**config.mk**
```make
export PLATFORM = sky130hd
export DESIGN_NAME = ntd_div
export DESIGN_NICKNAME = d
export VERILOG_FILES = /design/src/rtl/ntd_pkg.sv /design/src/rtl/ntd_div.sv
export SDC_FILE = /design/constraint.sdc
export NUM_CORES = 2
export LEC_CHECK = 0
export BUFFER_PORTS_ARGS = -buffer_cell sky130_fd_sc_hd__buf_2
export CAP_MARGIN = 20
export CORE_UTILIZATION = 67
export CTS_CLUSTER_SIZE = 40
export DETAILED_ROUTE_END_ITERATION = 10
export GPL_TIMING_DRIVEN = 0
export PLACE_DENSITY = 0.84
export SYNTH_ARGS = -nofsm -noshare
export SYNTH_HDL_FRONTEND = slang
export SYNTH_MEMORY_MAX_BITS = 65536
export SYNTH_SLANG_ARGS = --single-unit
```
**constraint.sdc**
```tcl
create_clock -name clk_i -period 29.5 [get_ports clk_i]
set_input_delay 1.475 -clock clk_i [delete_from_list [all_inputs] [get_ports clk_i]]
set_output_delay 1.475 -clock clk_i [all_outputs]
set_load 0.02 [all_outputs]
```
**src/rtl/ntd_pkg.sv**
```systemverilog
// ----------------------------------------------------------------------------
// ntd_pkg: note word to tone decoder package
// Field widths, register codes, reciprocal constants, the tone table and the
// structs passed between the pipeline sections.
// ----------------------------------------------------------------------------
package ntd_pkg;

  localparam int unsigned NoteW    = 16;
  localparam int unsigned FreqW    = 12;
  localparam int unsigned ReloadW  = 32;
  localparam int unsigned CmpW     = 26;
  localparam int unsigned SoundW   = 16;
  localparam int unsigned SilenceW = 14;
  localparam int unsigned BeatW    = 17;
  localparam int unsigned DenW     = 28;
  localparam int unsigned DivSteps = 32;
  localparam int unsigned PaddrW   = 4;
  localparam int unsigned DataW    = 32;

  localparam int unsigned OctCenter = 5;
  localparam int unsigned OctRows   = 7;
  localparam int unsigned StepCols  = 7;

  // floor(x / d) == (x * Recip) >> Shift over the value range used
  localparam logic [15:0] Recip10     = 16'd52429;
  localparam int unsigned Shift10     = 19;
  localparam logic [16:0] Recip100    = 17'd83887;
  localparam int unsigned Shift100    = 23;
  localparam logic [16:0] Recip1000   = 17'd67109;
  localparam int unsigned Shift1000   = 26;
  localparam logic [18:0] Recip5      = 19'd419431;
  localparam int unsigned Shift5      = 21;
  localparam logic [31:0] RecipPulse  = 32'd2748779070;
  localparam int unsigned ShiftPulse  = 38;

  typedef enum logic [1:0] {
    REG_KEY_OCTAVE     = 2'd0,
    REG_BASE_NOTE_MS   = 2'd1,
    REG_TIMER_CLOCK_HZ = 2'd2,
    REG_TONE_PRESCALER = 2'd3
  } ntd_reg_e;

  localparam logic [FreqW-1:0] ToneTable [OctRows][StepCols] = '{
    '{12'd33,   12'd37,   12'd41,   12'd46,   12'd49,   12'd55,   12'd61},
    '{12'd65,   12'd73,   12'd82,   12'd92,   12'd98,   12'd110,  12'd123},
    '{12'd130,  12'd146,  12'd164,  12'd185,  12'd196,  12'd220,  12'd246},
    '{12'd262,  12'd294,  12'd330,  12'd370,  12'd392,  12'd440,  12'd494},
    '{12'd523,  12'd587,  12'd659,  12'd740,  12'd784,  12'd880,  12'd987},
    '{12'd1047, 12'd1175, 12'd1319, 12'd1480, 12'd1568, 12'd1760, 12'd1976},
    '{12'd2093, 12'd2349, 12'd2637, 12'd2960, 12'd3136, 12'd3520, 12'd3951}
  };

  typedef struct packed {
    logic [2:0]       row;
    logic [2:0]       col;
    logic             rest;
    logic             bad_idx;
    logic             hold;
    logic [BeatW-1:0] beat;
  } ntd_dec_t;

  typedef struct packed {
    logic                hold;
    logic                play;
    logic                bad_idx;
    logic [FreqW-1:0]    freq;
    logic [SoundW-1:0]   sound_ms;
    logic [SilenceW-1:0] silence_ms;
  } ntd_tag_t;

  typedef struct packed {
    logic                tone_on;
    logic [FreqW-1:0]    tone_freq_hz;
    logic [ReloadW-1:0]  period_reload;
    logic [CmpW-1:0]     compare_value;
    logic [SoundW-1:0]   sound_ms;
    logic [SilenceW-1:0] silence_ms;
    logic                hold_tone;
    logic                bad_note;
  } ntd_res_t;

endpackage

```
**src/rtl/ntd_div.sv**
```systemverilog
// ----------------------------------------------------------------------------
// ntd_div: pipelined restoring divider
// One quotient bit per stage: timer clock divided by the tone divisor.
// ----------------------------------------------------------------------------
module ntd_div import ntd_pkg::*; (
  input  logic               clk_i,
  input  logic               rst_ni,
  input  logic [31:0]        dividend_i,
  input  logic               in_valid_i,
  output logic               in_ready_o,
  input  ntd_tag_t           in_tag_i,
  input  logic [DenW-1:0]    in_den_i,
  output logic               out_valid_o,
  input  logic               out_ready_i,
  output ntd_tag_t           out_tag_o,
  output logic [ReloadW-1:0] out_quo_o
);

  logic               v_q   [DivSteps];
  logic [DenW-1:0]    rem_q [DivSteps];
  logic [ReloadW-1:0] quo_q [DivSteps];
  logic [DenW-1:0]    den_q [DivSteps];
  ntd_tag_t           tag_q [DivSteps];
  logic               rdy   [DivSteps+1];

  assign rdy[DivSteps] = out_ready_i;
  assign in_ready_o    = rdy[0];

  for (genvar k = 0; k < DivSteps; k++) begin : g_step
    logic               v_in;
    logic [DenW-1:0]    rem_in;
    logic [ReloadW-1:0] quo_in;
    logic [DenW-1:0]    den_in;
    ntd_tag_t           tag_in;
    logic [DenW:0]      trial;
    logic [DenW:0]      diff;
    logic               ge;

    if (k == 0) begin : g_first
      assign v_in   = in_valid_i;
      assign rem_in = '0;
      assign quo_in = '0;
      assign den_in = in_den_i;
      assign tag_in = in_tag_i;
    end else begin : g_next
      assign v_in   = v_q[k-1];
      assign rem_in = rem_q[k-1];
      assign quo_in = quo_q[k-1];
      assign den_in = den_q[k-1];
      assign tag_in = tag_q[k-1];
    end

    assign rdy[k] = !v_q[k] || rdy[k+1];
    assign trial  = {rem_in, dividend_i[DivSteps-1-k]};
    assign diff   = trial - {1'b0, den_in};
    assign ge     = (trial >= {1'b0, den_in});

    always_ff @(posedge clk_i or negedge rst_ni) begin
      if (!rst_ni) begin
        v_q[k] <= 1'b0;
      end else if (rdy[k]) begin
        v_q[k] <= v_in;
      end
    end

    always_ff @(posedge clk_i) begin
      if (rdy[k] && v_in) begin
        rem_q[k] <= ge ? diff[DenW-1:0] : trial[DenW-1:0];
        quo_q[k] <= {quo_in[ReloadW-2:0], ge};
        den_q[k] <= den_in;
        tag_q[k] <= tag_in;
      end
    end
  end

  assign out_valid_o = v_q[DivSteps-1];
  assign out_tag_o   = tag_q[DivSteps-1];
  assign out_quo_o   = quo_q[DivSteps-1];

endmodule

```
==> flow_metrics.tcl <==
set metrics [dict create \
    status "completed" \
    htreeDepth 5 \
    finalSetupViolations 0 \
    cpPeakStageDelay_ps 570 \
    nNetsFinal 13200 \
    tns_ps 0 \
    clock-sinks 3736 \
    synthCells 11600 \
    grt_antenna_before_repair 26 \
    p_comb_frac 0.360 \
    yosysMostFrequentCell "edfxtp_1" \
    pre_cts_ws_ps 22760 \
    worstMarginPinSlew_ps 1140 \
    synth_area_per_cell_um2 14.4 \
    holdBufCountCts 0 \
    critPathCaptureType "output port" \
    synth_seq_cells 3736 \
    path_class "in2out" \
    slew_viol_final 0 \
    post_drt_via_cell_ratio 6.33 \
    hold_viol_final 0 \
    worstPathMaxFanout 8 \
    netSwitchingPower_uw 6760 \
    met3_length_um 31400 \
    start_util 0.676 \
    place_hpwl_um 272000 \
    crit_slowest_cell "nor3_2" \
    portBuffers 187 \
    dieArea_um2 251000 \
    insertion_delay_ps 990 \
    io-pin-count 188 \
    startpoint_type "input pin" \
    cts_buffers 375 \
    critPathTopFamily "simple AND/OR/NAND/NOR gates" \
    ctsResizeCount 0 \
    top_layer_used "met5" \
    power_frac_seq 0.395 \
    m1WireLength_um 158000 \
    yosysTopAreaCellShare 0.667 \
    drtPass1Iterations 10 \
    routed_wl_um 405000 \
    fmax_ghz 0.143 \
    clk_pin_slew_ps 60 \
    power_density_nw_per_um2 106 \
    synth_edf_count 3704 \
    yosysUniqueCellTypes 113 \
    slew_headroom 0.232 \
    cts-root-buf "clkbuf_16" \
    rsz0062_at_grt "false" \
    die_y_um 501 \
    drcViolationCount 0 \
    initialDrtViolationCount 10800 \
    syn_to_final_growth_pct 11.5 \
    power.share.switching 0.342 \
    post_cts_buffers 0 \
    grt-ovfl-total 0 \
    ys_async_sr_fraction 0.00857 \
    wl_met2_um 197000 \
    yosysWarningCount 0 \
    ys.flop_type "edfxtp_1" \
    grt_pass1_vias 100000 \
    die_w_um 501 \
    syn_nets 12600 \
    min_path_type "reg2reg" \
    fp-row-count 182 \
    synth_area_leaders "edfxtp_1, ha_1, mux2_2, inv_1, xnor2_1" \
    drive_gt1_frac 0.131 \
    power_leakage_uw 0.0716 \
    dpl.cell_count 15100 \
    setup_ws_ps 22490 \
    ys_seq_area_frac 0.672 \
    wl_per_cell_um 25.7 \
    path_cells "buf_2, nand4b_1, nor3_2, and4_1, and3_1, clkbuf_2, and3_1, nand3_1, nor2_2, nand4_1, or2_2, buf_2" \
    grtUsageTotal 0.322 \
    drv_cap 0 \
    period_share 0.238 \
    dr_total_vias 100000 \
    clock_skew_ps 109 \
    syn_area_um2 167000 \
    crit_required_ps 28020 \
    coreArea_um2 247000 \
    synth_top_cell_by_area "edfxtp_1" \
    place.gp.congestion 0.948 \
    intPower_uw 13000 \
    synthTopCellsByCount "edfxtp_1, inv_1, ha_1" \
    pwr-share-clk 0.245 \
    clockBufferDepth 4 \
    peakVddDrop_uv 75.2 \
    antenna_left 0 \
    grt_max_degree 76 \
    cp.buffers_inverters 3 \
    cts_tree "done" \
    finalNonFillerCells 15800 \
    period_needed_ps 7010 \
    crit_arrival_ps 5540 \
    grt_pass1_wl_um 609000 \
]
==> final timing paths <==
kind                            slack, ps                     endpoint  depth (start not counted)               startpoint
max in group asynchronous           28130   g_step[5].v_in$_DFFE_PN0P_                          1                   rst_ni
worst max register to register      24390   rem_q[0][20]$_SDFFCE_PP0P_                         12  out_valid_o$_DFFE_PN0P_
worst min-delay path                  350      quo_q[1][229]$_DFFE_PP_                          0  quo_q[1][196]$_DFFE_PP_
worst min register to register        350      quo_q[1][229]$_DFFE_PP_                          0  quo_q[1][196]$_DFFE_PP_
worst max-delay path                22490                   in_ready_o                         12              out_ready_i
min in group asynchronous             720  g_step[11].v_in$_DFFE_PN0P_                          1                   rst_ni
==> power by group through the flow <==
| stage | combinational [uW] | sequential (uW) | clock [uW] |
|---|---|---|---|
| 3_5_place_dp | 6800 | 7880 | 0 |
| 6_report | 7110 | 7810 | 4840 |
| 3_3_place_gp | 6520 | 7950 | 0 |
| 4_1_cts | 7010 | 7800 | 4880 |
| 5_1_grt | 7690 | 7870 | 5070 |
| 2_1_floorplan | 5130 | 7650 | 0 |
==> routing by layer <==
layer,track usage,vias up
met3,0.0477,1272
met5,0,-
met2,0.539,5342
met1,0.424,48800
li1,-,44600
met4,0.136,10
==> worst register-to-register path, stage by stage, from the launching register on <==
cell,delay (ps)
dfrtp_1,440
nand4b_1,290
nor3_2,580
and4_1,560
and3_1,260
clkbuf_2,280
and3_1,430
nand3_1,200
nor2_2,370
nand4_1,260
or2_2,460
and2_4,350
buf_16,290
==> placed cells by master (no fill, tap or decap), drive strengths merged, types with 65 or more instances in the layout <==
| master | Yosys | final |
|---|---|---|
| a21o | 288 | 288 |
| buf | 79 | 341 |
| and3 | 88 | 88 |
| nand4 | 117 | 117 |
| a31oi | 76 | 76 |
| clkbuf | 69 | 515 |
| xor2 | 192 | 192 |
| nor4 | 65 | 65 |
| o21ai | 375 | 375 |
| edfxtp | 3704 | 3704 |
| inv | 1110 | 1126 |
| a21oi | 723 | 723 |
| clkinv | 0 | 139 |
| o21bai | 98 | 98 |
| nor3 | 173 | 173 |
| nand2 | 432 | 432 |
| mux2 | 559 | 559 |
| nor2b | 124 | 124 |
| ha | 870 | 870 |
| nor2 | 661 | 661 |
| xnor2 | 455 | 455 |
| o21a | 154 | 154 |
| nand3 | 157 | 157 |
| nand2b | 117 | 117 |
==> sequential cells by signal, summed over array words and instances (netlist names) <==
| name | flops |
|---|---|
| tag_q | 1440 |
| den_q | 868 |
| rem_q | 868 |
| quo_q | 528 |
| g_step.v_in | 31 |
| out_valid_o | 1 |
==> logic make-up after synthesis <==
group | synth area share
AO/OA/AOI/OAI | 0.0898
XOR/XNOR | 0.0340
adder cells (fa/ha/maj) | 0.0689
buffers and inverters | 0.0302
flip-flops | 0.672
multiplexers | 0.0414
AND/OR/NAND/NOR | 0.0635
==> final cells by class <==
cell class                      count  area [um^2]
Sequential cell                  3736       112000
Fill cell                       14100        60800
Multi-Input combinational cell   6558        49800
Clock buffer                      445         9750
Inverter                         1110         4170
Tap cell                         3312         4140
Timing Repair Buffer              263         2630
Clock inverter                    220         2450
Buffer                            148          861
Antenna cell                        7         17.5
==> metrics by stage <==
step | area, um^2 | utilization | power, uW | hold slack (ps)
global route | 186000 | 0.754 | 20600 | 369
global placement | 172000 | 0.696 | 14500 | 400
detailed placement | 174000 | 0.704 | 14700 | 405
CTS | 186000 | 0.753 | 19700 | 353
finish | 186000 | 0.754 | 19800 | 349
floorplan | 167000 | - | 12800 | 400
No activity file was read; power rests on OpenSTA's default activity.
