### config.mk
export PLATFORM = sky130hd
export DESIGN_NAME = ntd_decode
export DESIGN_NICKNAME = d
export VERILOG_FILES = /design/src/rtl/ntd_pkg.sv /design/src/rtl/ntd_decode.sv
export SDC_FILE = /design/constraint.sdc
export NUM_CORES = 1
export LEC_CHECK = 0
export ABC_CLOCK_PERIOD_IN_PS = 4800
export BUFFER_PORTS_ARGS = -buffer_cell sky130_fd_sc_hd__buf_2
export CAP_MARGIN = 10
export CORE_MARGIN = 2
export CORE_UTILIZATION = 47
export CTS_CLUSTER_SIZE = 10
export DETAILED_ROUTE_END_ITERATION = 10
export PLACE_DENSITY = 0.63
export SYNTH_ARGS = -nofsm -noshare
export SYNTH_HDL_FRONTEND = slang
export SYNTH_SLANG_ARGS = --single-unit
export TNS_END_PERCENT = 1
### constraint.sdc
create_clock -name clk_i -period 4.8 [get_ports clk_i]
set_input_delay 0 -clock clk_i [delete_from_list [all_inputs] [get_ports clk_i]]
set_output_delay 0 -clock clk_i [all_outputs]
set_load 0.03 [all_outputs]
### src/rtl/ntd_pkg.sv
// ----------------------------------------------------------------------------
// ntd_pkg: note word to tone decoder package
// Field widths, register codes, reciprocal constants, the tone table and the
// structs passed between the pipeline sections.
// ----------------------------------------------------------------------------
package ntd_pkg;

  localparam int unsigned NoteW    = 16;
  localparam int unsigned FreqW    = 12;
  localparam int unsigned ReloadW  = 32;
  localparam int unsigned CmpW     = 26;
  localparam int unsigned SoundW   = 16;
  localparam int unsigned SilenceW = 14;
  localparam int unsigned BeatW    = 17;
  localparam int unsigned DenW     = 28;
  localparam int unsigned DivSteps = 32;
  localparam int unsigned PaddrW   = 4;
  localparam int unsigned DataW    = 32;

  localparam int unsigned OctCenter = 5;
  localparam int unsigned OctRows   = 7;
  localparam int unsigned StepCols  = 7;

  // floor(x / d) == (x * Recip) >> Shift over the value range used
  localparam logic [15:0] Recip10     = 16'd52429;
  localparam int unsigned Shift10     = 19;
  localparam logic [16:0] Recip100    = 17'd83887;
  localparam int unsigned Shift100    = 23;
  localparam logic [16:0] Recip1000   = 17'd67109;
  localparam int unsigned Shift1000   = 26;
  localparam logic [18:0] Recip5      = 19'd419431;
  localparam int unsigned Shift5      = 21;
  localparam logic [31:0] RecipPulse  = 32'd2748779070;
  localparam int unsigned ShiftPulse  = 38;

  typedef enum logic [1:0] {
    REG_KEY_OCTAVE     = 2'd0,
    REG_BASE_NOTE_MS   = 2'd1,
    REG_TIMER_CLOCK_HZ = 2'd2,
    REG_TONE_PRESCALER = 2'd3
  } ntd_reg_e;

  localparam logic [FreqW-1:0] ToneTable [OctRows][StepCols] = '{
    '{12'd33,   12'd37,   12'd41,   12'd46,   12'd49,   12'd55,   12'd61},
    '{12'd65,   12'd73,   12'd82,   12'd92,   12'd98,   12'd110,  12'd123},
    '{12'd130,  12'd146,  12'd164,  12'd185,  12'd196,  12'd220,  12'd246},
    '{12'd262,  12'd294,  12'd330,  12'd370,  12'd392,  12'd440,  12'd494},
    '{12'd523,  12'd587,  12'd659,  12'd740,  12'd784,  12'd880,  12'd987},
    '{12'd1047, 12'd1175, 12'd1319, 12'd1480, 12'd1568, 12'd1760, 12'd1976},
    '{12'd2093, 12'd2349, 12'd2637, 12'd2960, 12'd3136, 12'd3520, 12'd3951}
  };

  typedef struct packed {
    logic [2:0]       row;
    logic [2:0]       col;
    logic             rest;
    logic             bad_idx;
    logic             hold;
    logic [BeatW-1:0] beat;
  } ntd_dec_t;

  typedef struct packed {
    logic                hold;
    logic                play;
    logic                bad_idx;
    logic [FreqW-1:0]    freq;
    logic [SoundW-1:0]   sound_ms;
    logic [SilenceW-1:0] silence_ms;
  } ntd_tag_t;

  typedef struct packed {
    logic                tone_on;
    logic [FreqW-1:0]    tone_freq_hz;
    logic [ReloadW-1:0]  period_reload;
    logic [CmpW-1:0]     compare_value;
    logic [SoundW-1:0]   sound_ms;
    logic [SilenceW-1:0] silence_ms;
    logic                hold_tone;
    logic                bad_note;
  } ntd_res_t;

endpackage

### src/rtl/ntd_decode.sv
// ----------------------------------------------------------------------------
// ntd_decode: note word digit split
// Three stages: reciprocal quotients, digit extraction, octave row and beat.
// ----------------------------------------------------------------------------
module ntd_decode import ntd_pkg::*; (
  input  logic             clk_i,
  input  logic             rst_ni,
  input  logic [2:0]       key_octave_i,
  input  logic [12:0]      base_note_ms_i,
  input  logic             in_valid_i,
  output logic             in_ready_o,
  input  logic [NoteW-1:0] note_word_i,
  output logic             out_valid_o,
  input  logic             out_ready_i,
  output ntd_dec_t         out_o
);

  logic             v1_q, v2_q, v3_q;
  logic             rdy1, rdy2, rdy3;
  logic [NoteW-1:0] w1_q;
  logic [12:0]      q10_q;
  logic [9:0]       q100_q;
  logic [6:0]       q1000_q;
  logic [3:0]       step2_q, oct2_q, len2_q;
  logic             hold2_q;
  ntd_dec_t         dec3_q;

  logic [31:0] prod10;
  logic [32:0] prod100, prod1000;
  logic [15:0] tens_w;
  logic [12:0] tens_q10;
  logic [9:0]  tens_q100;
  logic [15:0] step_full;
  logic [12:0] oct_full;
  logic [9:0]  len_full;
  logic [4:0]  oct_sum;
  logic        in_rng;
  ntd_dec_t    dec_d;

  assign rdy3       = !v3_q || out_ready_i;
  assign rdy2       = !v2_q || rdy3;
  assign rdy1       = !v1_q || rdy2;
  assign in_ready_o = rdy1;

  assign prod10   = 32'(note_word_i) * 32'(Recip10);
  assign prod100  = 33'(note_word_i) * 33'(Recip100);
  assign prod1000 = 33'(note_word_i) * 33'(Recip1000);

  assign tens_w    = 16'(q10_q) * 16'd10;
  assign tens_q10  = 13'(q100_q) * 13'd10;
  assign tens_q100 = 10'(q1000_q) * 10'd10;
  assign step_full = w1_q - tens_w;
  assign oct_full  = q10_q - tens_q10;
  assign len_full  = q100_q - tens_q100;

  always_comb begin
    oct_sum       = 5'(key_octave_i) + 5'(oct2_q);
    in_rng        = (oct_sum >= 5'(OctCenter)) && (oct_sum < 5'(OctCenter + OctRows));
    dec_d.rest    = (step2_q == 4'd0);
    dec_d.bad_idx = !dec_d.rest && (!in_rng || (step2_q > 4'(StepCols)));
    dec_d.row     = 3'(oct_sum - 5'(OctCenter));
    dec_d.col     = 3'(step2_q - 4'd1);
    dec_d.hold    = hold2_q;
    dec_d.beat    = 17'(base_note_ms_i) * 17'(len2_q);
  end

  always_ff @(posedge clk_i or negedge rst_ni) begin
    if (!rst_ni) begin
      v1_q <= 1'b0;
      v2_q <= 1'b0;
      v3_q <= 1'b0;
    end else begin
      if (rdy1) v1_q <= in_valid_i;
      if (rdy2) v2_q <= v1_q;
      if (rdy3) v3_q <= v2_q;
    end
  end

  always_ff @(posedge clk_i) begin
    if (rdy1 && in_valid_i) begin
      w1_q    <= note_word_i;
      q10_q   <= prod10[31:Shift10];
      q100_q  <= prod100[32:Shift100];
      q1000_q <= prod1000[32:Shift1000];
    end
    if (rdy2 && v1_q) begin
      step2_q <= step_full[3:0];
      oct2_q  <= oct_full[3:0];
      len2_q  <= len_full[3:0];
      hold2_q <= (q1000_q != 7'd0);
    end
    if (rdy3 && v2_q) begin
      dec3_q <= dec_d;
    end
  end

  assign out_valid_o = v3_q;
  assign out_o       = dec3_q;

endmodule

==> results of run 1 <==
placed cells by master, fill, tap and decap left out, drive strengths merged, types with 3 or more instances in the layout:
master	Yosys	final
inv	407	409
o31ai	7	7
edfxtp	58	58
nor3	5	5
o211ai	5	5
xnor2	38	38
o21ai	9	9
nand4	3	3
clkbuf	4	11
nand2	47	47
fa	229	229
nor2	16	16
a211o	5	5
buf	0	209
nor2b	4	4
a31oi	4	4
a211oi	5	5
a21o	15	15
nand2b	8	8
and2	23	23
dfrtp	3	3
o21a	4	4
clkinvlp	0	3
and3	3	3
xor2	13	13
dlygate4sd3	0	6
ha	319	319
nand3	14	14
a21oi	37	37
cell usage after synthesis (7+ instances only):
| cell | instances | area share |
|---|---|---|
| a21o_1 | 15 | 0.0082 |
| a21oi_1 | 37 | 0.013 |
| and2_1 | 23 | 0.010 |
| edfxtp_1 | 58 | 0.13 |
| fa_1 | 229 | 0.33 |
| ha_1 | 319 | 0.29 |
| inv_1 | 407 | 0.11 |
| nand2_1 | 47 | 0.013 |
| nand2b_1 | 8 | 0.0036 |
| nand3_1 | 14 | 0.0051 |
| nor2_1 | 16 | 0.0044 |
| o21ai_0 | 9 | 0.0033 |
| o31ai_1 | 7 | 0.0038 |
| xnor2_1 | 38 | 0.024 |
| xor2_1 | 13 | 0.0083 |
sequential cells by signal (all words and copies together), names as in the netlist, 4 cells and up:
name / count
out_o: 26
len2_q: 4
q1000_q: 7
q10_q: 4
oct2_q: 4
w1_q: 4
q100_q: 4
step2_q: 4
worst reg2reg max path, delay by kind of cell (launching register included):
kind / cells / cell delay (ns)
AO/OA/AOI/OAI: 6 / 1.23
adder cells (fa/ha/maj): 3 / 1.56
buffers and inverters: 1 / 0.07
flip-flops: 1 / 0.61
XOR/XNOR: 1 / 0.08
AND/OR/NAND/NOR: 1 / 0.15
area by class of cell:
class	count	area share
multi-input combinational	844	0.653
sequential	61	0.112
inverter	407	0.0939
timing repair buffer	216	0.0934
tap	384	0.0295
clock buffer	10	0.0147
clock inverter	6	0.00431
where the power goes:
part / switching (mW) / internal [mW] / total, mW / leakage (nW)
clock network: 0.267 / 0.420 / 0.687 / 0.142
logic: 4.45 / 3.99 / 8.44 / 8.12
registers: 0.139 / 1.03 / 1.17 / 0.587
cell families after synthesis:
logic type / share of synthesized area
compound gates: 0.0527
buf+inv: 0.112
mux: 0.000726
flops: 0.132
xor+xnor: 0.0324
simple gates: 0.0491
fa+ha+maj: 0.622
timing repair:
action                     CTS  global route
hold buffers                 6             0
pin swaps                    5             5
buffers inserted             1             0
gates resized for setup      4            24
setup endpoints to repair    5            12
hold endpoints to repair     7             0
layer usage:
metal  vias up  track usage
li1       4581            -
met1      4705        0.299
met2       167        0.380
met3        59       0.0327
met4         0       0.0705
met5         -            0
worst max-delay path by stage:
stage,start,end,slack (ns),depth (start not counted)
6_report,note_word_i[10],q100_q[3],-0.05,17
5_1_grt,note_word_i[10],q100_q[3],-0.22,17
4_1_cts,note_word_i[14],q100_q[3],-0.08,19
3_5_place_dp,note_word_i[15],q100_q[3],-0.45,19
3_3_place_gp,note_word_i[15],q100_q[3],-0.41,19
2_1_floorplan,note_word_i[6],q100_q[3],-0.03,18
==> results.cfg, run 1 <==
[status]
status = finished with violations
violations = negative setup slack

[grt]
grt_max_degree = 27
antenna_found_initial = 0
overflow = 0
first_global_vias = 10400
grt_pass1_wl_um = 53200
track_usage = 0.225

[sta]
relSlewSlack = 0.237
timing.hold.ws_ns = 0.0350
fin_crit_ns = 4.85
post-route-period-util = 1.01
finalHoldViolCount = 0
drv_slew = 0
fin_ws_ns = -0.0513
rsz0062_at_grt = true
fmax_mhz = 206
skew_ns = 0.00578
worst_pin_slew_ns = 1.14
setup_viol = 1
timing.setup.tns_ns = -0.0513

[yosys]
ys.flop_type = edfxtp_1
synth_edf_count = 58
async_flop_share = 0.0492
ys_types = 48
syn_avg_cell_area_um2 = 10.5
syn_area_um2 = 13800
synth_seq_cells = 61
syn_nets = 1900
synth_cells = 1316
ys_warn_count = 0
yosysSeqAreaShare = 0.132

[floorplanning]
start_util = 0.479
rows = 62
coreArea_um2 = 28800
die_y_um = 175
die_x_um = 175
pin_count = 64
die_area_um2 = 30700

[critical_path]
rr_endpoint = out_o[16]
cp_num_buf_inv = 3
path_class = in -> reg
cp_max_fo = 3
cp-start-kind = input pin
slowest_stage = fa_1
critPathRequiredTime_ns = 4.88
path_cells = buf_2, fa_1, fa_1, inv_1, fa_1, inv_1, fa_1, fa_1, fa_1, ha_1, a21oi_1, o21ai_0, a221oi_2, o31ai_4, and4_1, a211oi_2, xnor2_1
end_kind = flop
arrival_ns = 4.94
crit_family = adder cells
crit_top_cell = fa_1
r2r_start = len2_q[3]
critPathMaxStageDelay_ns = 0.59
regToRegSetupSlack_ns = 0.84
r2r_cells = 12

[layout]
fill_cells = 2545
multiInputGateArea_um2 = 10600
area_delta_synth_final_pct = 17.9
final_nets = 2123
layout.cells.non_filler = 1928
num_antenna_cells = 0
stdcell_area_um2 = 16300
regArea_um2 = 1820
final_core_util = 0.565
drive_gt1_frac = 0.167

[clocking]
cts_made_buffers = 9
worstSkewPairLatency_ns = 0.33
clock_sinks = 61
clk_pin_slew_ns = 0.06
cts_tree = built
clockRootBuffer = clkbuf_16
htree_levels = 3
cts_buffer_depth = 2

[placement]
io_buffers = 63
gp_routability_congestion = 0.957
pre_cts_slack_ns = -0.448
place_area_um2 = 15700
dp.cells = 1905
dp_hpwl_um = 28900

[detailed_routing]
num_vias = 9512
wl_met2_um = 15300
wl_met1_um = 14100
ant_nets = 0
vias_per_cell = 4.93
drt-wirelength-per-cell_um = 16.6
wl_met3_um = 1380
firstDrtPassIters = 4
drc = 0
drtIter0Drc = 396
top_layer_used = met4
wl_um = 32000

[power]
ir_drop_v = 0.000465
finalPower_mw = 10.3
p_leak_nw = 8.85
power_density_nw_per_um2 = 633

[worst_hold_path]
hold_path_class = in -> reg
hold_depth = 2
whs_endpoint = w1_q[0]
hold_start = note_word_i[0]

[run]
cap_violations = 0
(Power assumes the default switching activity.)
==> run 2: changes to the inputs <==
- BUFFER_PORTS_ARGS: -buffer_cell sky130_fd_sc_hd__buf_2 -> -buffer_cell sky130_fd_sc_hd__clkbuf_2
==> results.cfg, run 2 (synthesis gave the netlist of run 1 again) <==
[critical_path]
crit_end = q100_q[3]
cp-start-kind = input pin
r2r_cells = 12
arrival_ns = 5.10
slowest_stage = fa_1
path_class = in -> reg
crit_family = adder cells
regToRegSetupSlack_ns = 0.82
critPathRequiredTime_ns = 4.88
cp_max_fo = 3
end_kind = flop
path_cells = buf_6, fa_1, inv_2, fa_1, inv_2, fa_1, fa_1, fa_1, inv_2, fa_1, inv_1, ha_2, a211o_1, a211o_1, a211oi_2, o31ai_4, and4_4, a211oi_2, xnor2_1
critPathMaxStageDelay_ns = 0.60
startpoint = note_word_i[13]
r2r_start = len2_q[3]
path_depth = 19
rr_endpoint = out_o[16]
crit_top_cell = fa_1
cp_num_buf_inv = 5

[sta]
finalHoldViolCount = 0
post-route-period-util = 1.05
fin_crit_ns = 5.02
setup_viol = 4
worst_pin_slew_ns = 1.15
timing.setup.tns_ns = -0.692
skew_ns = 0.00836
rsz0062_at_grt = true
relSlewSlack = 0.230
drv_slew = 0
fmax_mhz = 199
fin_ws_ns = -0.219

[power]
ir_drop_v = 0.000761
power_density_nw_per_um2 = 647
finalPower_mw = 10.6
p_leak_nw = 8.91

[floorplanning]
pin_count = 64
coreArea_um2 = 28800
start_util = 0.479
die_x_um = 175
die_area_um2 = 30700
rows = 62
die_y_um = 175

[layout]
area_delta_synth_final_pct = 18.5
drive_gt1_frac = 0.175
layout.cells.non_filler = 1933
final_common_cell = inv_1
fill_cells = 2529
num_antenna_cells = 0
largest_reg_flops = 26
final_nets = 2128
final_core_util = 0.568
stdcell_area_um2 = 16300
final_cell_mix = inv_1 (398), ha_1 (310), fa_1 (226), buf_4 (150), edfxtp_1 (58)

[grt]
grt_pass1_wl_um = 54600
overflow = 0
track_usage = 0.232
antenna_found_initial = 0
first_global_vias = 10600
top_usage_layer = met2
grt_max_degree = 27
met2_usage = 0.404
use_met3 = 0.0392
met1_usage = 0.295

[clocking]
cts_buffer_depth = 2
htree_levels = 3
worstSkewPairLatency_ns = 0.33
clockRootBuffer = clkbuf_16
clock_sinks = 61
clk_pin_slew_ns = 0.06
cts_made_buffers = 9
cts_tree = built

[detailed_routing]
wl_um = 32900
firstDrtPassIters = 4
drtIter0Drc = 386
drc = 0
num_vias = 9536
vias_per_cell = 4.93
ant_nets = 0
drt-wirelength-per-cell_um = 17.0

[worst_hold_path]
hold_path_class = in -> reg

[status]
violations = negative setup slack
status = finished with violations

[placement]
io_buffers = 63
dp.cells = 1905
place_area_um2 = 15700
dp_hpwl_um = 29700
gp_routability_congestion = 0.943

[run]
cap_violations = 0
-- run 2: cell types whose count changed in the layout (fill, tap and decap cells not counted), moves of 3 or more --
cell,before,now
clkinvlp_4,3,0
buf_2,60,3
buf_6,0,3
clkbuf_2,0,57
ha_1,307,310
inv_1,402,398
buf_4,146,150
inv_2,5,9
-- run 2: through the flow --
step | hold WS (ns) | worst slack (ns)
floorplan | -0.296 | -0.0302
global placement | -0.202 | -0.418
detailed placement | -0.197 | -0.571
CTS | 0.0353 | -0.0899
global route | 0.0498 | -0.339
finish | 0.0599 | -0.219
-- run 2: worst min path at each step --
stage / depth (start not counted) / to / from / slack [ns]
global placement: 1 / out_valid_o / rst_ni / -0.20
detailed placement: 1 / out_valid_o / rst_ni / -0.20
floorplan: 0 / out_valid_o / rst_ni / -0.30
global route: 2 / w1_q[0] / note_word_i[0] / 0.05
CTS: 2 / w1_q[0] / note_word_i[0] / 0.04
finish: 2 / w1_q[0] / note_word_i[0] / 0.06
-- run 2: final cells by class --
type                       instances  area (µm²)  share of cell area
sequential                        61        1820               0.111
clock buffer                      10         229              0.0140
tap                              384         480              0.0294
timing repair buffer             221        1570              0.0961
inverter                         407        1530              0.0935
clock inverter                     6        87.6             0.00536
multi-input combinational        844       10600               0.650
-- run 2: what timing repair did --
| action | 4_1_cts | 5_1_grt |
|---|---|---|
| gates resized for setup | 8 | 37 |
| setup buffers | 0 | 8 |
| hold buffers | 5 | 0 |
| endpoints found under the setup margin | 5 | 10 |
| pin swaps | 3 | 39 |
| endpoints found under the hold margin | 7 | 0 |
-- run 2: layer usage --
layer	vias up	part of all wire
met5	-	0
met4	0	0.031
met3	56	0.048
met2	187	0.50
met1	4692	0.42
li1	4601	-
-- run 2: where the power goes --
part           total, mW  leakage [nW]  switching, mW  internal [mW]
clock              0.708         0.156          0.253          0.455
combinational       8.69          8.17           4.59           4.11
sequential          1.17         0.587          0.145           1.03
total               10.6          8.91           4.99           5.59
==> run 3: changes to the inputs <==
- ABC_CLOCK_PERIOD_IN_PS: 4800 -> unset
- CORE_MARGIN: 2 -> 3
==> results.cfg, run 3 (synthesis gave the netlist of run 1 again) <==
[layout]
num_antenna_cells = 0
final_common_cell = inv_1
final_cell_mix = inv_1 (399), ha_1 (310), fa_1 (223), buf_4 (141), edfxtp_1 (58)
multiInputGateArea_um2 = 10600
largest_reg_flops = 26
fill_cells = 2574
stdcell_area_um2 = 16200
final_nets = 2117
regArea_um2 = 1820
drive_gt1_frac = 0.170
area_delta_synth_final_pct = 17.5

[floorplanning]
die_y_um = 177
die_area_um2 = 31400
rows = 62
coreArea_um2 = 28800
pin_count = 64
start_util = 0.479
die_x_um = 177

[critical_path]
slowest_stage = fa_2
path_cells = buf_4, fa_2, inv_2, fa_1, inv_2, fa_1, fa_1, fa_1, inv_2, fa_1, inv_1, ha_2, a211o_1, a211o_1, a211oi_2, o31ai_4, and4_4, a211oi_2, xnor2_1
cp_max_fo = 2
path_class = in -> reg
cp_num_buf_inv = 5
arrival_ns = 5.00
critPathMaxStageDelay_ns = 0.56
crit_family = adder cells
cp-start-kind = input pin
end_kind = flop
critPathRequiredTime_ns = 4.88
crit_top_cell = fa_1

[detailed_routing]
wl_um = 32500
drt-wirelength-per-cell_um = 16.9
vias_per_cell = 4.89
ant_nets = 0
drtIter0Drc = 368
drc = 0
firstDrtPassIters = 6
num_vias = 9392

[grt]
grt_max_degree = 27
overflow = 0
first_global_vias = 10100
grt_pass1_wl_um = 52500
track_usage = 0.219
antenna_found_initial = 0

[run]
cap_violations = 0

[sta]
relSlewSlack = 0.199
setup_viol = 4
fin_ws_ns = -0.117
fin_crit_ns = 4.92
drv_slew = 0
skew_ns = 0.00832
rsz0062_at_grt = true
fmax_mhz = 203
finalHoldViolCount = 0
post-route-period-util = 1.02
worst_pin_slew_ns = 1.20

[placement]
place_area_um2 = 15700
gp_routability_congestion = 0.922
io_buffers = 63
dp_hpwl_um = 29200
pre_cts_slack_ns = -0.582

[power]
power_density_nw_per_um2 = 638
p_leak_nw = 8.84
finalPower_mw = 10.3
ir_drop_v = 0.000534

[clocking]
cts_tree = built
cts_made_buffers = 9
htree_levels = 3
clock_sinks = 61
clk_pin_slew_ns = 0.06
cts_buffer_depth = 2
worstSkewPairLatency_ns = 0.33
clockRootBuffer = clkbuf_16

[status]
status = finished with violations
violations = negative setup slack

[worst_hold_path]
hold_path_class = in -> reg
==> run 3: changes by cell type in the layout (fill, tap and decap cells not counted), sizes merged <==
cell,change
bufinv,-1
clkinvlp,+3
clkinv,-2
inv,+1
buf,-12
==> run 3: layout make-up <==
cell class,count,area share
flip-flops and latches,61,0.112
multi-input cells,844,0.654
clock buffers,9,0.0139
repair buffers,210,0.0912
inverters,407,0.0942
well taps,384,0.0296
clock inverters,7,0.00463
==> run 3: path summary, 6_finish.rpt <==
kind	slack, ns	start	depth (start not counted)	end
setup / recovery	-0.12	note_word_i[13]	19	q100_q[3]
hold / removal	0.04	note_word_i[0]	2	w1_q[0]
setup reg to reg	0.83	len2_q[3]	12	out_o[16]
hold reg to reg	0.42	hold2_q	0	out_o[17]
max in group asynchronous	4.09	rst_ni	3	v1_q
min in group asynchronous	0.56	rst_ni	3	out_valid_o
==> run 3: power by group <==
group	switching, mW	internal, mW	total (mW)
sequential	0.147	1.03	1.18
clock	0.260	0.404	0.664
combinational	4.50	4.00	8.50
==> run 3: worst reg2reg max path, delay by kind of cell, from the launching register on <==
kind,cells,cell delay [ns]
simple gates,1,0.16
xor+xnor,1,0.08
flops,1,0.61
buf+inv,1,0.07
fa+ha+maj,3,1.57
compound gates,6,1.22
==> run 3: stage by stage <==
step | cells | setup TNS [ns] | util | hold WS (ns)
3_5_place_dp | 1897 | -4.93 | 0.544 | -0.198
3_3_place_gp | 1897 | -4.72 | 0.544 | -0.200
2_1_floorplan | 1316 | -0.0432 | - | -0.296
6_report | 1922 | -0.312 | 0.563 | 0.0390
4_1_cts | 1918 | -0.213 | 0.558 | 0.0205
5_1_grt | 1922 | -1.15 | 0.563 | 0.0375
==> run 3: layer usage <==
layer	GRT usage	share of wire	vias up
li1	-	-	4584
met1	0.286	0.43	4547
met2	0.369	0.48	194
met3	0.0349	0.052	67
met4	0.0792	0.038	0
met5	0	0	-
==> run 3: repair_timing <==
action	4_1_cts	5_1_grt
pin swaps	9	30
hold buffers	5	0
endpoints found under the setup margin	8	9
gates cloned	0	0
setup buffers	0	5
gates resized for setup	12	40
hold endpoints to repair	7	0
