===== src/rtl/ntd_pkg.sv =====
// ----------------------------------------------------------------------------
// ntd_pkg: note word to tone decoder package
// Field widths, register codes, reciprocal constants, the tone table and the
// structs passed between the pipeline sections.
// ----------------------------------------------------------------------------
package ntd_pkg;

  localparam int unsigned NoteW    = 16;
  localparam int unsigned FreqW    = 12;
  localparam int unsigned ReloadW  = 32;
  localparam int unsigned CmpW     = 26;
  localparam int unsigned SoundW   = 16;
  localparam int unsigned SilenceW = 14;
  localparam int unsigned BeatW    = 17;
  localparam int unsigned DenW     = 28;
  localparam int unsigned DivSteps = 32;
  localparam int unsigned PaddrW   = 4;
  localparam int unsigned DataW    = 32;

  localparam int unsigned OctCenter = 5;
  localparam int unsigned OctRows   = 7;
  localparam int unsigned StepCols  = 7;

  // floor(x / d) == (x * Recip) >> Shift over the value range used
  localparam logic [15:0] Recip10     = 16'd52429;
  localparam int unsigned Shift10     = 19;
  localparam logic [16:0] Recip100    = 17'd83887;
  localparam int unsigned Shift100    = 23;
  localparam logic [16:0] Recip1000   = 17'd67109;
  localparam int unsigned Shift1000   = 26;
  localparam logic [18:0] Recip5      = 19'd419431;
  localparam int unsigned Shift5      = 21;
  localparam logic [31:0] RecipPulse  = 32'd2748779070;
  localparam int unsigned ShiftPulse  = 38;

  typedef enum logic [1:0] {
    REG_KEY_OCTAVE     = 2'd0,
    REG_BASE_NOTE_MS   = 2'd1,
    REG_TIMER_CLOCK_HZ = 2'd2,
    REG_TONE_PRESCALER = 2'd3
  } ntd_reg_e;

  localparam logic [FreqW-1:0] ToneTable [OctRows][StepCols] = '{
    '{12'd33,   12'd37,   12'd41,   12'd46,   12'd49,   12'd55,   12'd61},
    '{12'd65,   12'd73,   12'd82,   12'd92,   12'd98,   12'd110,  12'd123},
    '{12'd130,  12'd146,  12'd164,  12'd185,  12'd196,  12'd220,  12'd246},
    '{12'd262,  12'd294,  12'd330,  12'd370,  12'd392,  12'd440,  12'd494},
    '{12'd523,  12'd587,  12'd659,  12'd740,  12'd784,  12'd880,  12'd987},
    '{12'd1047, 12'd1175, 12'd1319, 12'd1480, 12'd1568, 12'd1760, 12'd1976},
    '{12'd2093, 12'd2349, 12'd2637, 12'd2960, 12'd3136, 12'd3520, 12'd3951}
  };

  typedef struct packed {
    logic [2:0]       row;
    logic [2:0]       col;
    logic             rest;
    logic             bad_idx;
    logic             hold;
    logic [BeatW-1:0] beat;
  } ntd_dec_t;

  typedef struct packed {
    logic                hold;
    logic                play;
    logic                bad_idx;
    logic [FreqW-1:0]    freq;
    logic [SoundW-1:0]   sound_ms;
    logic [SilenceW-1:0] silence_ms;
  } ntd_tag_t;

  typedef struct packed {
    logic                tone_on;
    logic [FreqW-1:0]    tone_freq_hz;
    logic [ReloadW-1:0]  period_reload;
    logic [CmpW-1:0]     compare_value;
    logic [SoundW-1:0]   sound_ms;
    logic [SilenceW-1:0] silence_ms;
    logic                hold_tone;
    logic                bad_note;
  } ntd_res_t;

endpackage


===== src/rtl/ntd_post.sv =====
// ----------------------------------------------------------------------------
// ntd_post: reload and compare values
// Two stages: zero-quotient check and reload, then compare value by 100.
// ----------------------------------------------------------------------------
module ntd_post import ntd_pkg::*; (
  input  logic               clk_i,
  input  logic               rst_ni,
  input  logic               in_valid_i,
  output logic               in_ready_o,
  input  ntd_tag_t           in_tag_i,
  input  logic [ReloadW-1:0] in_quo_i,
  output logic               out_valid_o,
  input  logic               out_ready_i,
  output ntd_res_t           out_o
);

  logic               v1_q, v2_q;
  logic               rdy1, rdy2;
  ntd_tag_t           tag1_q;
  logic               on1_q, bad1_q;
  logic [ReloadW-1:0] reload1_q;
  ntd_res_t           res2_q;

  logic       quo_zero;
  logic       on;
  logic [63:0] prod_cmp;

  assign rdy2       = !v2_q || out_ready_i;
  assign rdy1       = !v1_q || rdy2;
  assign in_ready_o = rdy1;

  assign quo_zero = (in_quo_i == '0);
  assign on       = in_tag_i.play && !quo_zero;
  assign prod_cmp = 64'(reload1_q) * 64'(RecipPulse);

  always_ff @(posedge clk_i or negedge rst_ni) begin
    if (!rst_ni) begin
      v1_q <= 1'b0;
      v2_q <= 1'b0;
    end else begin
      if (rdy1) v1_q <= in_valid_i;
      if (rdy2) v2_q <= v1_q;
    end
  end

  always_ff @(posedge clk_i) begin
    if (rdy1 && in_valid_i) begin
      tag1_q    <= in_tag_i;
      on1_q     <= on;
      bad1_q    <= in_tag_i.bad_idx || (in_tag_i.play && quo_zero);
      reload1_q <= on ? (in_quo_i - ReloadW'(1)) : '0;
    end
    if (rdy2 && v1_q) begin
      res2_q.tone_on       <= on1_q;
      res2_q.tone_freq_hz  <= on1_q ? tag1_q.freq : '0;
      res2_q.period_reload <= reload1_q;
      res2_q.compare_value <= prod_cmp[ShiftPulse+CmpW-1:ShiftPulse];
      res2_q.sound_ms      <= tag1_q.sound_ms;
      res2_q.silence_ms    <= tag1_q.silence_ms;
      res2_q.hold_tone     <= tag1_q.hold;
      res2_q.bad_note      <= bad1_q;
    end
  end

  assign out_valid_o = v2_q;
  assign out_o       = res2_q;

endmodule


===== config.mk =====
export PLATFORM = sky130hd
export DESIGN_NAME = ntd_post
export DESIGN_NICKNAME = d
export VERILOG_FILES = /design/src/rtl/ntd_pkg.sv /design/src/rtl/ntd_post.sv
export SDC_FILE = /design/constraint.sdc
export NUM_CORES = 1
export LEC_CHECK = 0
export ABC_AREA = 1
export BUFFER_PORTS_ARGS = -buffer_cell sky130_fd_sc_hd__buf_2
export CORE_MARGIN = 1.5
export CORE_UTILIZATION = 25
export DETAILED_ROUTE_END_ITERATION = 8
export MAX_ROUTING_LAYER = met4
export PLACE_DENSITY_LB_ADDON = 0.2
export RECOVER_POWER = 100
export SLEW_MARGIN = 10
export SYNTH_ARGS = -nofsm -noshare
export SYNTH_HDL_FRONTEND = slang
export SYNTH_SLANG_ARGS = --single-unit

===== constraint.sdc =====
create_clock -name clk_i -period 14.95 [get_ports clk_i]
set_input_delay 2.99 -clock clk_i [delete_from_list [all_inputs] [get_ports clk_i]]
set_output_delay 2.99 -clock clk_i [all_outputs]
set_load 0.02 [all_outputs]

==> results of run 1 <==
==> logic make-up after synthesis <==
family / after synthesis
AOI/OAI and AO/OA: 76
and+or+nand+nor: 881
DFF: 182
xor gates and xnor gates: 16
adders and majority gates: 783
buffers and inverters: 940
==> per-layer routing <==
layer / up-vias / wire length (um) / global-route usage / share of wire
li1: 8971 / - / - / -
met1: 8890 / 39500 / 0.226 / 0.47
met2: 243 / 40600 / 0.275 / 0.48
met3: 55 / 2430 / 0.0196 / 0.029
met4: 0 / 1800 / 0.0345 / 0.021
met5: - / 0 / - / 0
==> sequential cells by signal, indices dropped and copies added, names as in the netlist <==
| register | flops |
|---|---|
| out_o | 103 |
| tag1_q | 43 |
| reload1_q | 32 |
| bad1_q | 1 |
| on1_q | 1 |
| out_valid_o | 1 |
| v1_q | 1 |
==> worst min path at each step <==
stage                         start                   to  slack [ns]  cells past startpoint
5_1_grt        tag1_q[28]$_DFFE_PP_  out_o[30]$_DFFE_PP_        0.42                      0
4_1_cts         tag1_q[0]$_DFFE_PP_   out_o[2]$_DFFE_PP_        0.40                      0
6_report       tag1_q[28]$_DFFE_PP_  out_o[30]$_DFFE_PP_        0.41                      0
3_3_place_gp   tag1_q[23]$_DFFE_PP_  out_o[25]$_DFFE_PP_        0.40                      0
3_5_place_dp   tag1_q[44]$_DFFE_PP_   out_o[1]$_DFFE_PP_        0.40                      0
2_1_floorplan      bad1_q$_DFFE_PP_   out_o[0]$_DFFE_PP_        0.40                      0
==> cell type report <==
type,instances,share of cell area
clock inverter,15,0.00743
timing repair buffer,192,0.0283
inverter,937,0.121
clock buffer,17,0.0147
sequential,182,0.188
tap,1368,0.0591
multi-input combinational,1756,0.581
==> stage by stage <==
step | util | hold slack, ns | instance area [sq um] | std cells | setup WS, ns
2_1_floorplan | - | 0.400 | 25800 | 2878 | 6.35
3_3_place_gp | 0.279 | 0.401 | 28500 | 4435 | 8.07
3_5_place_dp | 0.279 | 0.405 | 28500 | 4435 | 8.11
4_1_cts | 0.285 | 0.400 | 29200 | 4467 | 8.08
5_1_grt | 0.283 | 0.415 | 29000 | 4467 | 6.06
6_report | 0.283 | 0.409 | 29000 | 4467 | 6.61
==> critical path, cell delays in order <==
cell and delay (ns):
buf_2 0.08, inv_1 0.07, a21oi_4 0.11, clkbuf_1 2.20, clkbuf_1 2.83
==> layout by cell type (no fill, tap or decap), types with 22 or more instances in the layout <==
cell type,Yosys,layout
ha_1,394,394
a21oi_1,53,52
clkbuf_1,1,114
nand3_1,61,61
nor3_1,21,22
buf_2,0,77
fa_1,389,389
nand4_1,23,23
inv_1,933,933
edfxtp_1,180,180
nor2_1,156,159
nand2_1,595,596
==> run_results.csv, run 1 <==
group,metric,value,unit
outcome,status,"finished with violations",
outcome,violations,"capacitance limit, slew limit",
synth,synth_top_area_share,0.301,
floorplanning,coreArea,102000,sq um
synth,ys_ff_latch,182,
global_routing,grt_max_degree,67,
route,via_per_inst,4.07,
route,dr.first_iter.drc_count,975,
setup_path,crit_arrival,8.36,ns
finish,seq_area,5460,sq um
timing,worstMarginPinSlew,4.16,ns
setup_path,reg2regPathDepth,23,
global_routing,grt_overflow_total,0,
synth,synth_area_leaders,"fa_1 30%, edfxtp_1 21%, ha_1 19%",
finish,final_nets,3950,
synth,ys_types,35,
synth,async_flop_share,0.0110,
floorplanning,start_util,0.253,
timing,fin_setup_tns,0,ns
route,antenna_left,0,
setup_path,crit_start,"out_ready_i",
clocking,ctsResizeCount,0,
setup_path,reg2reg_to,"out_o[44]$_DFFE_PP_",
synth,yosys.area_share.xor_xnor,0.00542,
finish,diodes,0,
clocking,clockBufferDepth,2,
timing,skew,0.0241,ns
setup_path,cp.required,14.97,ns
finish,nFillCells,11200,
setup_path,crit_type,"primary input to register",
floorplanning,io_pins,186,
clocking,cts_buffers,17,
synth,syn_inst,2878,
synth,synthAdderAreaFrac,0.492,
floorplanning,die_h,324,um
floorplanning,die_x,324,um
route,dr.pass1.iters,4,
setup_path,crit_path_end_kind,"register",
floorplanning,die_area,105000,sq um
synth,synthSimpleGateAreaFrac,0.138,
synth,synth_top_family_by_area,"adder cells",
clocking,clk_latency,0.52,ns
synth,synth.area.mux_share,0,
setup_path,crit_end,"out_o[69]$_DFFE_PP_",
clocking,cts_setup_buffers,0,
synth,synth_top_area_cell,"fa_1",
placement,dp_hpwl,73.5,mm
synth,synth_compound_area_frac,0.0159,
route,drt-total-wl,84.4,mm
worst_hold_path,hp-class,"register to register",
timing,fin_crit,8.34,ns
synth,synth_fp_nets,3742,
timing,setup_viol,0,
finish,multi_input_comb_area,16800,sq um
clocking,cts_root_buf,"clkbuf_16",
global_routing,first_global_vias,19400,
timing,slew_violations,173,
synth,avgSynthCellArea,8.98,sq um
clocking,ctsHtreeMaxLevel,4,
synth,synthTopCellsByCount,"933 x inv_1, 595 x nand2_1, 394 x ha_1",
synth,synthFlopType,"edfxtp_1",
synth,netlist_area,25800,sq um
clocking,cts.clk_slew.worst_paths,0.09,ns
clocking,cts_tree,"done",
finish,drive_above_1_share,0.0407,
global_routing,antenna_found_initial,0,
setup_path,r2r-start,"reload1_q[30]$_SDFFCE_PN0P_",
timing,max_freq,120,MHz
synth,ys_seq_area_frac,0.211,
setup_path,startpoint_type,"primary input",
flow_run,cap_viol_max_count,3,
setup_path,r2r_slack,7.65,ns
synth,synth_enable_flop_cells,180,
floorplanning,rows,117,
route,num_vias,18200,
synth,synth.most_common_cell,"inv_1",
global_routing,grt.total_usage,0.169,
placement,io_buffers,185,
synth,yosys_warnings,0,
timing,hold_violations,0,
timing,maxSlewHeadroom,-1.78,
clocking,holdBufCountCts,0,
finish,area_growth,12.1,%
clocking,cts.sinks,182,
timing,rsz0062_at_grt,"no",
global_routing,grt_pass1_wl,127,mm
route,drc,0,
route,post_drt_wl_per_cell,18.9,um
setup_path,worstPathMaxFanout,58,
placement,place.gp.congestion,0.929,
timing,period_share,0.558,
Power of run 1 is not shown: default switching activity piles up to over one toggle a cycle in this logic, so the estimate is an artifact.
==> run 2, diff against run 1 <==
==> constraint.sdc (replaced) <==
create_clock -name clk_i -period 7.25 [get_ports clk_i]
set_input_delay 1.45 -clock clk_i [delete_from_list [all_inputs] [get_ports clk_i]]
set_output_delay 1.45 -clock clk_i [all_outputs]
set_load 0.02 [all_outputs]
==> run 2 against run 1 <==
The flow still finishes with violations (capacitance limit, slew limit). Non-clock buffer count up 31. Critical path depth up 17. Register-to-register slack worse by 7.3 ns. Utilization up 0.17 points. Global-route usage about the same. Sequential share of layout area down 0.11 points. Clock-buffer cell count unchanged. Via count up 0.37%. Cell area up 0.61%. Flip-flop and latch count unchanged. Worst hold slack better by 0.0073 ns. First-iteration DRC count up 3.4%. Highest routed layer unchanged.
==> run_results.csv, run 2 (synthesis gave the netlist of run 1 again) <==
group,metric,value,unit
outcome,violations,"capacitance limit, slew limit",
route,via_per_inst,4.05,
finish,mostFrequentLayoutCells,"933 x inv_1, 596 x nand2_1, 394 x ha_1, 389 x fa_1, 180 x edfxtp_1",
floorplanning,die_x,324,um
placement,postPlaceCellArea,28700,sq um
setup_path,worstPathMaxFanout,11,
setup_path,crit_top_cell,"fa_1",
clocking,ctsResizeCount,0,
placement,dp_hpwl,74.1,mm
timing,hold_violations,0,
clocking,cts_tree,"done",
finish,diodes,0,
finish,area_growth,12.8,%
placement,place.gp.congestion,0.907,
setup_path,startpoint_type,"register",
global_routing,antenna_found_initial,0,
route,drc,0,
floorplanning,io_pins,186,
timing,maxSlewHeadroom,-1.19,
route,dr.pass1.iters,6,
global_routing,grt_max_degree,104,
worst_hold_path,hp-class,"register to register",
floorplanning,die_h,324,um
timing,max_freq,145,MHz
timing,setup_viol,0,
timing,fin_crit,6.90,ns
clocking,cts_root_buf,"clkbuf_16",
setup_path,crit_path_end_kind,"register",
setup_path,crit_type,"register to register",
global_routing,first_global_vias,19400,
floorplanning,die_area,105000,sq um
setup_path,crit_arrival,7.18,ns
route,drt-total-wl,84.2,mm
setup_path,slowest_stage,"edfxtp_1",
setup_path,critPathTopFamily,"adder cells",
finish,seq_area,5460,sq um
floorplanning,rows,117,
floorplanning,coreArea,102000,sq um
clocking,cts.sinks,182,
global_routing,grt_pass1_wl,126,mm
global_routing,grt_overflow_total,0,
placement,io_buffers,185,
clocking,cts.clk_slew.worst_paths,0.09,ns
clocking,holdBufCountCts,0,
clocking,ctsHtreeMaxLevel,4,
timing,fin_setup_tns,0,ns
clocking,clk_latency,0.52,ns
setup_path,cp.required,7.52,ns
finish,largest_reg_flops,103,
floorplanning,start_util,0.253,
setup_path,max_stage_delay,0.90,ns
route,num_vias,18200,
finish,final_common_cell,"inv_1",
flow_run,cap_viol_max_count,3,
route,antenna_left,0,
finish,nFillCells,11200,
timing,slew_violations,184,
route,dr.first_iter.drc_count,1008,
setup_path,r2r_slack,0.35,ns
outcome,status,"finished with violations",
timing,rsz0062_at_grt,"no",
timing,period_share,0.952,
timing,skew,0.0208,ns
finish,final_nets,3981,
finish,stdcell_count,4497,
clocking,cts_setup_buffers,0,
timing,worstMarginPinSlew,3.28,ns
route,post_drt_wl_per_cell,18.7,um
clocking,cts_buffers,17,
setup_path,crit_buf_inv,5,
finish,multi_input_comb_area,16800,sq um
clocking,clockBufferDepth,2,
finish,drive_above_1_share,0.0489,
setup_path,path_cells,"ha_1, inv_1, fa_1, inv_1, fa_1, fa_1, fa_1, fa_1, fa_1, inv_1, fa_1, inv_1, ha_1, nand2_1, nor2_1, inv_1, nor2_1, nand2_1, nor3_1, nand2_1, nand4_1, nand2_1",
finish,final_area,29100,sq um
placement,placedCellCount,4463,
global_routing,grt.total_usage,0.169,
-- run 2: final cells by class --
| class | count | share of cell area |
|---|---|---|
| clock buffer | 17 | 0.0146 |
| clock inverter | 14 | 0.00567 |
| inverter | 937 | 0.121 |
| multi-input combinational | 1756 | 0.577 |
| sequential | 182 | 0.187 |
| tap | 1368 | 0.0587 |
| timing repair buffer | 223 | 0.0359 |
-- run 2: final timing paths --
kind                                             start                      end  cells past startpoint
max                        reload1_q[11]$_SDFFCE_PN0P_      out_o[45]$_DFFE_PP_                     22
min                               tag1_q[29]$_DFFE_PP_      out_o[31]$_DFFE_PP_                      0
max reg2reg                reload1_q[11]$_SDFFCE_PN0P_      out_o[45]$_DFFE_PP_                     22
min reg2reg                       tag1_q[29]$_DFFE_PP_      out_o[31]$_DFFE_PP_                      0
max in group asynchronous                       rst_ni  out_valid_o$_DFFE_PN0P_                      1
min in group asynchronous                       rst_ni         v1_q$_DFFE_PN0N_                      1
-- run 2: layer usage --
layer	track usage	vias to the layer above	part of all wire
met3	0.0195	35	0.030
met1	0.229	8939	0.47
li1	-	9019	-
met2	0.276	233	0.49
met4	0.0275	0	0.011
met5	-	-	0
-- run 2: metrics by stage --
stage | hold WS (ns) | utilization | worst slack [ns]
after global placement | 0.400 | 0.281 | 0.282
after CTS | 0.413 | 0.287 | 0.306
final | 0.416 | 0.285 | 0.346
after detailed placement | 0.405 | 0.281 | 0.336
after global routing | 0.421 | 0.285 | 0.00179
after floorplan | 0.400 | - | 0.192
Power of run 2 is left out for the same reason.
==> run 3, diff against run 2 <==
--- a/config.mk
+++ b/config.mk
@@ -5,7 +5,6 @@
 export SDC_FILE = /design/constraint.sdc
 export NUM_CORES = 1
 export LEC_CHECK = 0
-export ABC_AREA = 1
 export BUFFER_PORTS_ARGS = -buffer_cell sky130_fd_sc_hd__buf_2
 export CORE_MARGIN = 1.5
 export CORE_UTILIZATION = 25
@@ -17,3 +16,4 @@
 export SYNTH_ARGS = -nofsm -noshare
 export SYNTH_HDL_FRONTEND = slang
 export SYNTH_SLANG_ARGS = --single-unit
+export TNS_END_PERCENT = 20
==> run 3 against run 2 <==
Critical path depth is 2 higher. The run now ends clean. Synthesized cell count down 28%. Die area down 9.3%. Worst hold slack gained 0.0076 ns. First-iteration DRC count shrank 23%.
==> run_results.csv, run 3 <==
group,metric,value,unit
finish,diodes,0,
global_routing,antenna_found_initial,1,
synth,avgSynthCellArea,11.3,sq um
route,dr.first_iter.drc_count,775,
global_routing,grt.total_usage,0.168,
synth,synth.most_common_cell,"inv_1",
finish,area_growth,20.1,%
synth,ys_types,61,
floorplanning,die_x,309,um
clocking,cts_tree,"done",
setup_path,path_cells,"buf_6, buf_12, buf_4, fa_1, ha_1, inv_1, fa_1, inv_1, fa_1, fa_1, fa_1, fa_1, ha_1, ha_1, and2_1, and3_1, nand4_1, a31oi_4, buf_6, o2111ai_4, a31oi_2, buf_4, a31oi_2, xnor2_1",
global_routing,grt_max_degree,78,
timing,maxSlewHeadroom,0.209,
global_routing,grt_busiest_layer,"met2",
clocking,holdBufCountCts,0,
synth,syn_inst,2067,
synth,yosys_warnings,0,
synth,ys_seq_area_frac,0.233,
clocking,cts_buffers,17,
timing,setup_viol,0,
finish,multi_input_comb_area,15800,sq um
route,num_vias,15600,
finish,final_common_cell,"inv_1",
global_routing,grt_use_met2,0.253,
route,via_per_inst,4.22,
synth,async_flop_share,0.0110,
setup_path,startpoint_type,"register",
placement,dp_hpwl,68.5,mm
setup_path,crit_type,"register to register",
global_routing,grt_pass1_wl,112,mm
clocking,cts_root_buf,"clkbuf_16",
synth,synth_fp_nets,2931,
finish,drive_above_1_share,0.184,
clocking,clk_latency,0.50,ns
synth,synth_area_leaders,"fa_1 33%, edfxtp_1 23%, ha_1 21%",
route,post_drt_wl_per_cell,20.7,um
setup_path,worstPathMaxFanout,5,
timing,fin_crit,7.17,ns
setup_path,crit_arrival,7.43,ns
clocking,cts.sinks,182,
global_routing,grt_overflow_total,0,
setup_path,max_stage_delay,0.67,ns
finish,nFillCells,9817,
route,drc,0,
global_routing,grtUsageMet3,0.0197,
clocking,cts.clk_slew.worst_paths,0.09,ns
setup_path,slowest_stage,"fa_1",
setup_path,cp.required,7.51,ns
timing,slew_violations,0,
clocking,clockBufferDepth,2,
global_routing,grtUsageMet1,0.244,
timing,max_freq,140,MHz
global_routing,first_global_vias,16700,
synth,synth_top_area_share,0.333,
floorplanning,start_util,0.252,
synth,synthFlopType,"edfxtp_1",
outcome,status,"finished, final reports clean",
synth,synth_top_area_cell,"fa_1",
floorplanning,rows,112,
timing,rsz0062_at_grt,"yes",
floorplanning,die_area,95500,sq um
timing,period_share,0.989,
synth,netlist_area,23400,sq um
setup_path,crit_path_end_kind,"register",
route,drt-total-wl,76.6,mm
flow_run,cap_viol_max_count,0,
synth,ys_ff_latch,182,
clocking,ctsHtreeMaxLevel,4,
route,dr.pass1.iters,5,
timing,hold_violations,0,
floorplanning,die_h,309,um
timing,fin_setup_tns,0,ns
finish,seq_area,5460,sq um
floorplanning,io_pins,186,
route,antenna_left,0,
finish,final_nets,3298,
placement,io_buffers,185,
floorplanning,coreArea,93000,sq um
synth,synthTopCellsByCount,"633 x inv_1, 394 x ha_1, 389 x fa_1",
placement,place.gp.congestion,0.952,
timing,worstMarginPinSlew,1.19,ns
setup_path,critPathTopFamily,"adder cells",
setup_path,crit_buf_inv,7,
worst_hold_path,hp-class,"register to register",
finish,largest_reg_flops,103,
finish,mostFrequentLayoutCells,"631 x inv_1, 387 x fa_1, 386 x ha_1, 184 x buf_2, 180 x edfxtp_1",
setup_path,crit_top_cell,"fa_1",
timing,skew,0.0280,ns
synth,synth_enable_flop_cells,180,
[run 3: cell count changes in the layout (fill, tap and decap cells not counted), moves of 10 or more]
cell / change
and2_1: +16
nor3_1: -11
a21oi_1: +10
clkbuf_1: -114
nand2_1: -552
nor2_1: -99
xnor2_1: +31
inv_1: -302
buf_4: +140
a21o_1: +25
buf_2: +106
nand3_1: -46
[run 3: metal layers]
metal / wire, um / vias up
met5: 0 / -
met4: 892 / 0
met3: 2410 / 39
met2: 35400 / 272
met1: 37900 / 8023
li1: - / 7270
[run 3: cells by family after synthesis]
kind of cell	count (synthesis)	share of synthesized area
compound gates	184	0.0502
xor+xnor	52	0.0195
fa+ha+maj	783	0.543
buf+inv	646	0.105
flops	182	0.233
simple gates	220	0.0496
[run 3: final timing paths]
| check | from | end | slack (ns) | cells after the start |
|---|---|---|---|---|
| worst max register to register | reload1_q[12]$_SDFFCE_PN0P_ | out_o[54]$_DFFE_PP_ | 0.08 | 24 |
| worst min-delay path | tag1_q[11]$_DFFE_PP_ | out_o[13]$_DFFE_PP_ | 0.42 | 0 |
| worst max-delay path | reload1_q[12]$_SDFFCE_PN0P_ | out_o[54]$_DFFE_PP_ | 0.08 | 24 |
| min in group asynchronous | rst_ni | out_valid_o$_DFFE_PN0P_ | 0.73 | 1 |
| worst min register to register | tag1_q[11]$_DFFE_PP_ | out_o[13]$_DFFE_PP_ | 0.42 | 0 |
| max in group asynchronous | rst_ni | v1_q$_DFFE_PN0N_ | 6.39 | 1 |
[run 3: timing repair]
item                       in CTS  in global routing
setup endpoints to repair      11                 20
pin swaps                       1                 23
resized for setup               4                 59
setup buffers                   3                 36
[run 3: final cells by class]
type	instances	area share
Clock buffer	17	0.0151
Clock inverter	15	0.00792
Inverter	634	0.0846
Multi-Input combinational cell	1239	0.562
Sequential cell	182	0.194
Tap cell	1254	0.0558
Timing Repair Buffer	360	0.0810
[run 3: through the flow]
step	utilization	setup WS [ns]	hold slack (ns)	cells	instance area [sq um]
floorplan	-	0.515	0.400	2067	23400
global placement	0.289	-0.273	0.400	3630	26900
detailed placement	0.289	-0.196	0.405	3630	26900
CTS	0.296	-0.0172	0.424	3665	27600
global route	0.302	-0.129	0.432	3701	28100
finish	0.302	0.0829	0.424	3701	28100
Power of run 3 is left out for the same reason.
